<file path="src/hdl/gsa_ram.sv">
`timescale 1ns / 1ps
// ----------------------------------------------------------------------------
// Generic simple dual-port RAM
// One write port and one read port with registered read data.
// ----------------------------------------------------------------------------
module gsa_ram #(
   parameter int WIDTH = 8,
   parameter int DEPTH = 256
) (
   input  logic                     clock,
   input  logic                     wr_en,
   input  logic [$clog2(DEPTH)-1:0] wr_addr,
   input  logic [WIDTH-1:0]         wr_data,
   input  logic                     rd_en,
   input  logic [$clog2(DEPTH)-1:0] rd_addr,
   output logic [WIDTH-1:0]         rd_data
);

   logic [WIDTH-1:0] mem [DEPTH];
   logic [WIDTH-1:0] rd_data_ff;

   always_ff @(posedge clock) begin
      if (wr_en) begin
         mem[wr_addr] <= wr_data;
      end
      if (rd_en) begin
         rd_data_ff <= mem[rd_addr];
      end
   end

   assign rd_data = rd_data_ff;

endmodule

</file>
<file path="config.mk">
export PLATFORM = sky130hd
export DESIGN_NAME = gsa_ram
export DESIGN_NICKNAME = d
export VERILOG_FILES = /design/src/hdl/gsa_ram.sv
export SDC_FILE = /design/constraint.sdc
export NUM_CORES = 2
export LEC_CHECK = 0
export BUFFER_PORTS_ARGS = -buffer_cell sky130_fd_sc_hd__clkbuf_2
export CORE_ASPECT_RATIO = 2
export CORE_MARGIN = 1.5
export CORE_UTILIZATION = 55
export DETAILED_ROUTE_END_ITERATION = 10
export GPL_TIMING_DRIVEN = 0
export PLACE_DENSITY = 0.81
export SYNTH_ARGS = -nofsm -noshare
export SYNTH_HDL_FRONTEND = slang
export SYNTH_SLANG_ARGS = --single-unit
</file>
<file path="constraint.sdc">
create_clock -name clock -period 2.4 [get_ports clock]
set_input_delay 0.12 -clock clock [delete_from_list [all_inputs] [get_ports clock]]
set_output_delay 0.12 -clock clock [all_outputs]
set_load 0.1 [all_outputs]
</file>
# Yosys cells after proc, flatten, opt, wreduce, memory -nomap -nowiden
# Memories as Yosys holds them, arrays and structs flattened. A register that Yosys moved wholly into a read port is not among the register bits.
# Cells that the tools add are included.
[totals] wordCells=3 ff_bits=0 mem_bits_rw=2048 mem_count=1 in_bits=27
[classes] mux=2
[memory_table] name="mem" depth=256 word_bits=8 read_ports=1 rd_clocked_by_memory_dff=1 write_ports=1 line="19" rtl="logic [WIDTH-1:0] mem [DEPTH];"
[op_table] operator="1-bit 2-to-1 mux" n=2

# Logic depth before layout (Yosys ltp)
[logic_depth] word_depth=2 mapped_depth=11 ltp_nobuf=6

# Worst setup path before layout
# OpenSTA, ideal clock, no wires.
[synth_timing] kind="input port to flip-flop" from="input rd_addr[0]" to="register rd_data_ff[2], in the netlist rd_data[2] (read register of mem) (data pin)" setup_ns=0.269 cell_stages=9 n_path_buf=4 setup_slack_ns=0.204 arrival_time_ns=1.927 required_ns=2.131 path_cell_list="buf_6 > buf_12 > buf_8 > buf_2 > mux4_2 > a22oi_1 > a21oi_1 > nor4_1 > nor4_2"
[synth_lines] element="start: declaration" line="15" rtl="input logic [$clog2(DEPTH)-1:0] rd_addr,"
[synth_lines] element="end: declaration" line="20" rtl="logic [WIDTH-1:0] rd_data_ff;"

==> qor.txt <==
status: finished with violations
failing checks: negative hold slack, negative setup slack
Root Driver: clkbuf_16
layout overhead on the synthesized area: 12.6%
final setup vio count: 550
Seq/Total Area, Yosys: 77.5%
Synth top area share: 77.5%
Worst-Margin Slew: 1.44 ns
Post-synth EDFFs: 2056
io pins: 35
routed len/inst: 43.7 um
Antenna Nets Post-Route: 0
latest clock arrival within the worst-skew pair: 0.87 ns
Synth Instances: 3733
most common cell after layout, fill and taps aside: edfxtp_1
drt first pass iters: 8
share of post-route cells with drive strength above 1: 29.0%
largest net degree at the start of global routing: 173
FFs w/ async S/R, synth: 0%
Final WS setup: -0.315 ns
clock slew at reported path FFs: 0.07 ns
Post-Synthesis Cell Area: 79600 um2
sequential power share: 54.3%
clock sink count: 2056
Worst Path Max Fanout: 1
Fin. Hold Viols: 6
Total Routing Usage GR: 35.9%
final WL: 261000 um
RSZ-0062 raised after global routing: true
first-pass GRT wire length: 353000 um
clock power share: 39.1%
Synth Area per Inst: 21.3 um2
pre-CTS WS: -2.94 ns
die width: 272 um
gp weighted congestion: 1.14
Final Max Slew Viols: 0
post-synth top area cell: edfxtp_1
Post-synth top flop: edfxtp_1
CTS tree: done
Fmax: 368 MHz
Clock Skew: 0.0328 ns
Die ar.: 147000 um2
vias per inst: 7.32
CP endpoint kind: register
synth top area cells: edfxtp_1 78%, mux4_2 13%, mux2i_1 1.7%
Switching Power: 16400 uW
Logic pwr share: 6.7%
Rows: 197
Yosys cell types: 54
worst rel slew slack: 3.71%
peak supply drop: 0.613 mV
core outline area: 144000 um2
Syn Nets: 3760
Worst Setup Path Type: register to register
commonest non-fill, non-tap cells in the layout: 2056 x edfxtp_1, 454 x mux4_2, 172 x clkbuf_16
hpwl dp: 165000 um
DRT iter0 DRCs: 7760
Tmin final: 2.71 ns
final setup TNS: -38.20 ns
# DRC: 0
NumNets Final: 3969
clock buffer count from CTS: 168
sw frac: 22.4%
initial antenna violation count: 14
critical path required time: 2.99 ns
HP Class: primary input to register
CTS H-tree depth: 4
MaxCap Viol Count: 0
fill count: 9148
vias post-DR: 43670
Hold WS: -0.0523 ns
P per Cell Area: 814 nW/um2
register bit total from synthesis: 2056
Chip Height: 541 um
type of origin of the critical path: register
worst path arrival time: 3.30 ns
leakage power: 0.0274 uW
fin crit share: 113%
Int Pwr: 56600 uW
vias in the first global route: 44110
remaining global-route overflow: 0
Yosys warning total: 0
Tot Pwr: 72900 uW
Post-Layout Cell Count: 5969
Max clock buf depth: 4
Initial Util: 55.3%
port buffer count: 27
Post-CTS Setup Inserts: 0
placed insts: 5661
==> cell families (layout without fill, tap and decap cells) <==
family | Yosys count | count (layout) | synth area share [%]
other | 0 | 17 | 0
DFF | 2056 | 2056 | 77.5
muxes | 591 | 591 | 14.6
and+or+nand+nor | 466 | 466 | 2.63
AOI/OAI and AO/OA | 385 | 385 | 3.42
buffers and inverters | 235 | 564 | 1.83
==> routing by layer <==
layer | vias to the layer above | routed length (um) | global-route usage (%)
li1 | 16091 | - | -
met1 | 21776 | 69300 | 35.7
met2 | 4422 | 125000 | 58.1
met3 | 1373 | 31600 | 11.3
met4 | 8 | 34500 | 35.8
met5 | - | 54 | 0.0333
==> worst max-delay path, cell delays in order (launching register included) <==
cell and delay (ns):
edfxtp_1 0.46, mux4_2 0.53, o211ai_1 0.40, nand3_1 0.29, nor4_4 0.60, nor4_4 0.14
==> Yosys cell counts (3+ instances only) <==
library cell  count
buf_2            31
o21ai_0          10
buf_4            27
nor3_1           22
nor4_1           24
nand2_1          33
a22oi_1         133
a221oi_1         13
nand2b_1          8
mux4_2          454
nor4_2            3
o22ai_1          28
nor2b_1          31
a22o_1            8
buf_12            8
buf_8            13
a211oi_1         16
mux2i_1         134
a21oi_1          96
nand4_1          10
or2_2             4
edfxtp_1       2056
buf_6            21
o32ai_1           4
nor2_1          282
clkbuf_1        111
o22a_1            5
o211ai_1         10
and2_1            6
nand3_1          34
buf_1            22
o221ai_1         46
==> registers in the layout, indices dropped and copies added (netlist names) <==
name,count
rd_data,8
mem,2048
==> power groups by stage <==
stage | registers [uW] | logic [uW] | clock network (uW)
after floorplan | 40500 | 1920 | 0
after global placement | 40600 | 4030 | 0
after detailed placement | 40400 | 4200 | 0
after CTS | 39600 | 4480 | 28100
after global routing | 39600 | 4810 | 29300
final | 39600 | 4860 | 28500
==> what timing repair did <==
action                                  CTS  global route
hold buffers                              2             0
endpoints found under the hold margin    92             0
pin swaps                                17            27
gates resized for setup                 326           147
endpoints found under the setup margin  643           454
==> worst paths after layout <==
check                              from                    to  slack, ns  cells after the start
hold / removal               wr_data[7]  mem[70][7]$_DFFE_PP_      -0.05                      1
hold reg to reg   mem[182][7]$_DFFE_PP_  rd_data[7]$_DFFE_PP_       1.42                      5
setup reg to reg   mem[48][4]$_DFFE_PP_  rd_data[4]$_DFFE_PP_      -0.31                      5
setup / recovery   mem[48][4]$_DFFE_PP_  rd_data[4]$_DFFE_PP_      -0.31                      5
==> stage by stage <==
| stage | util, % | instance area [um2] |
|---|---|---|
| 3_3_place_gp | 57.1 | 82100 |
| 6_report | 62.3 | 89700 |
| 3_5_place_dp | 57.3 | 82500 |
| 4_1_cts | 61.9 | 89200 |
| 2_1_floorplan | - | 79600 |
| 5_1_grt | 62.3 | 89600 |
==> cell type report <==
cell class / count / area [um2] / share of cell area, %
plain buffers: 231 / 1720 / 1.91
multi-input cells: 1442 / 17800 / 19.9
clock buffers: 192 / 4380 / 4.88
clock inverters: 98 / 1090 / 1.22
inverters: 2 / 8.76 / 0.00977
diodes: 17 / 42.5 / 0.0474
flip-flops and latches: 2056 / 61700 / 68.9
repair buffers: 41 / 483 / 0.539
well taps: 1890 / 2360 / 2.64
Power figures use the tool's default switching activity.
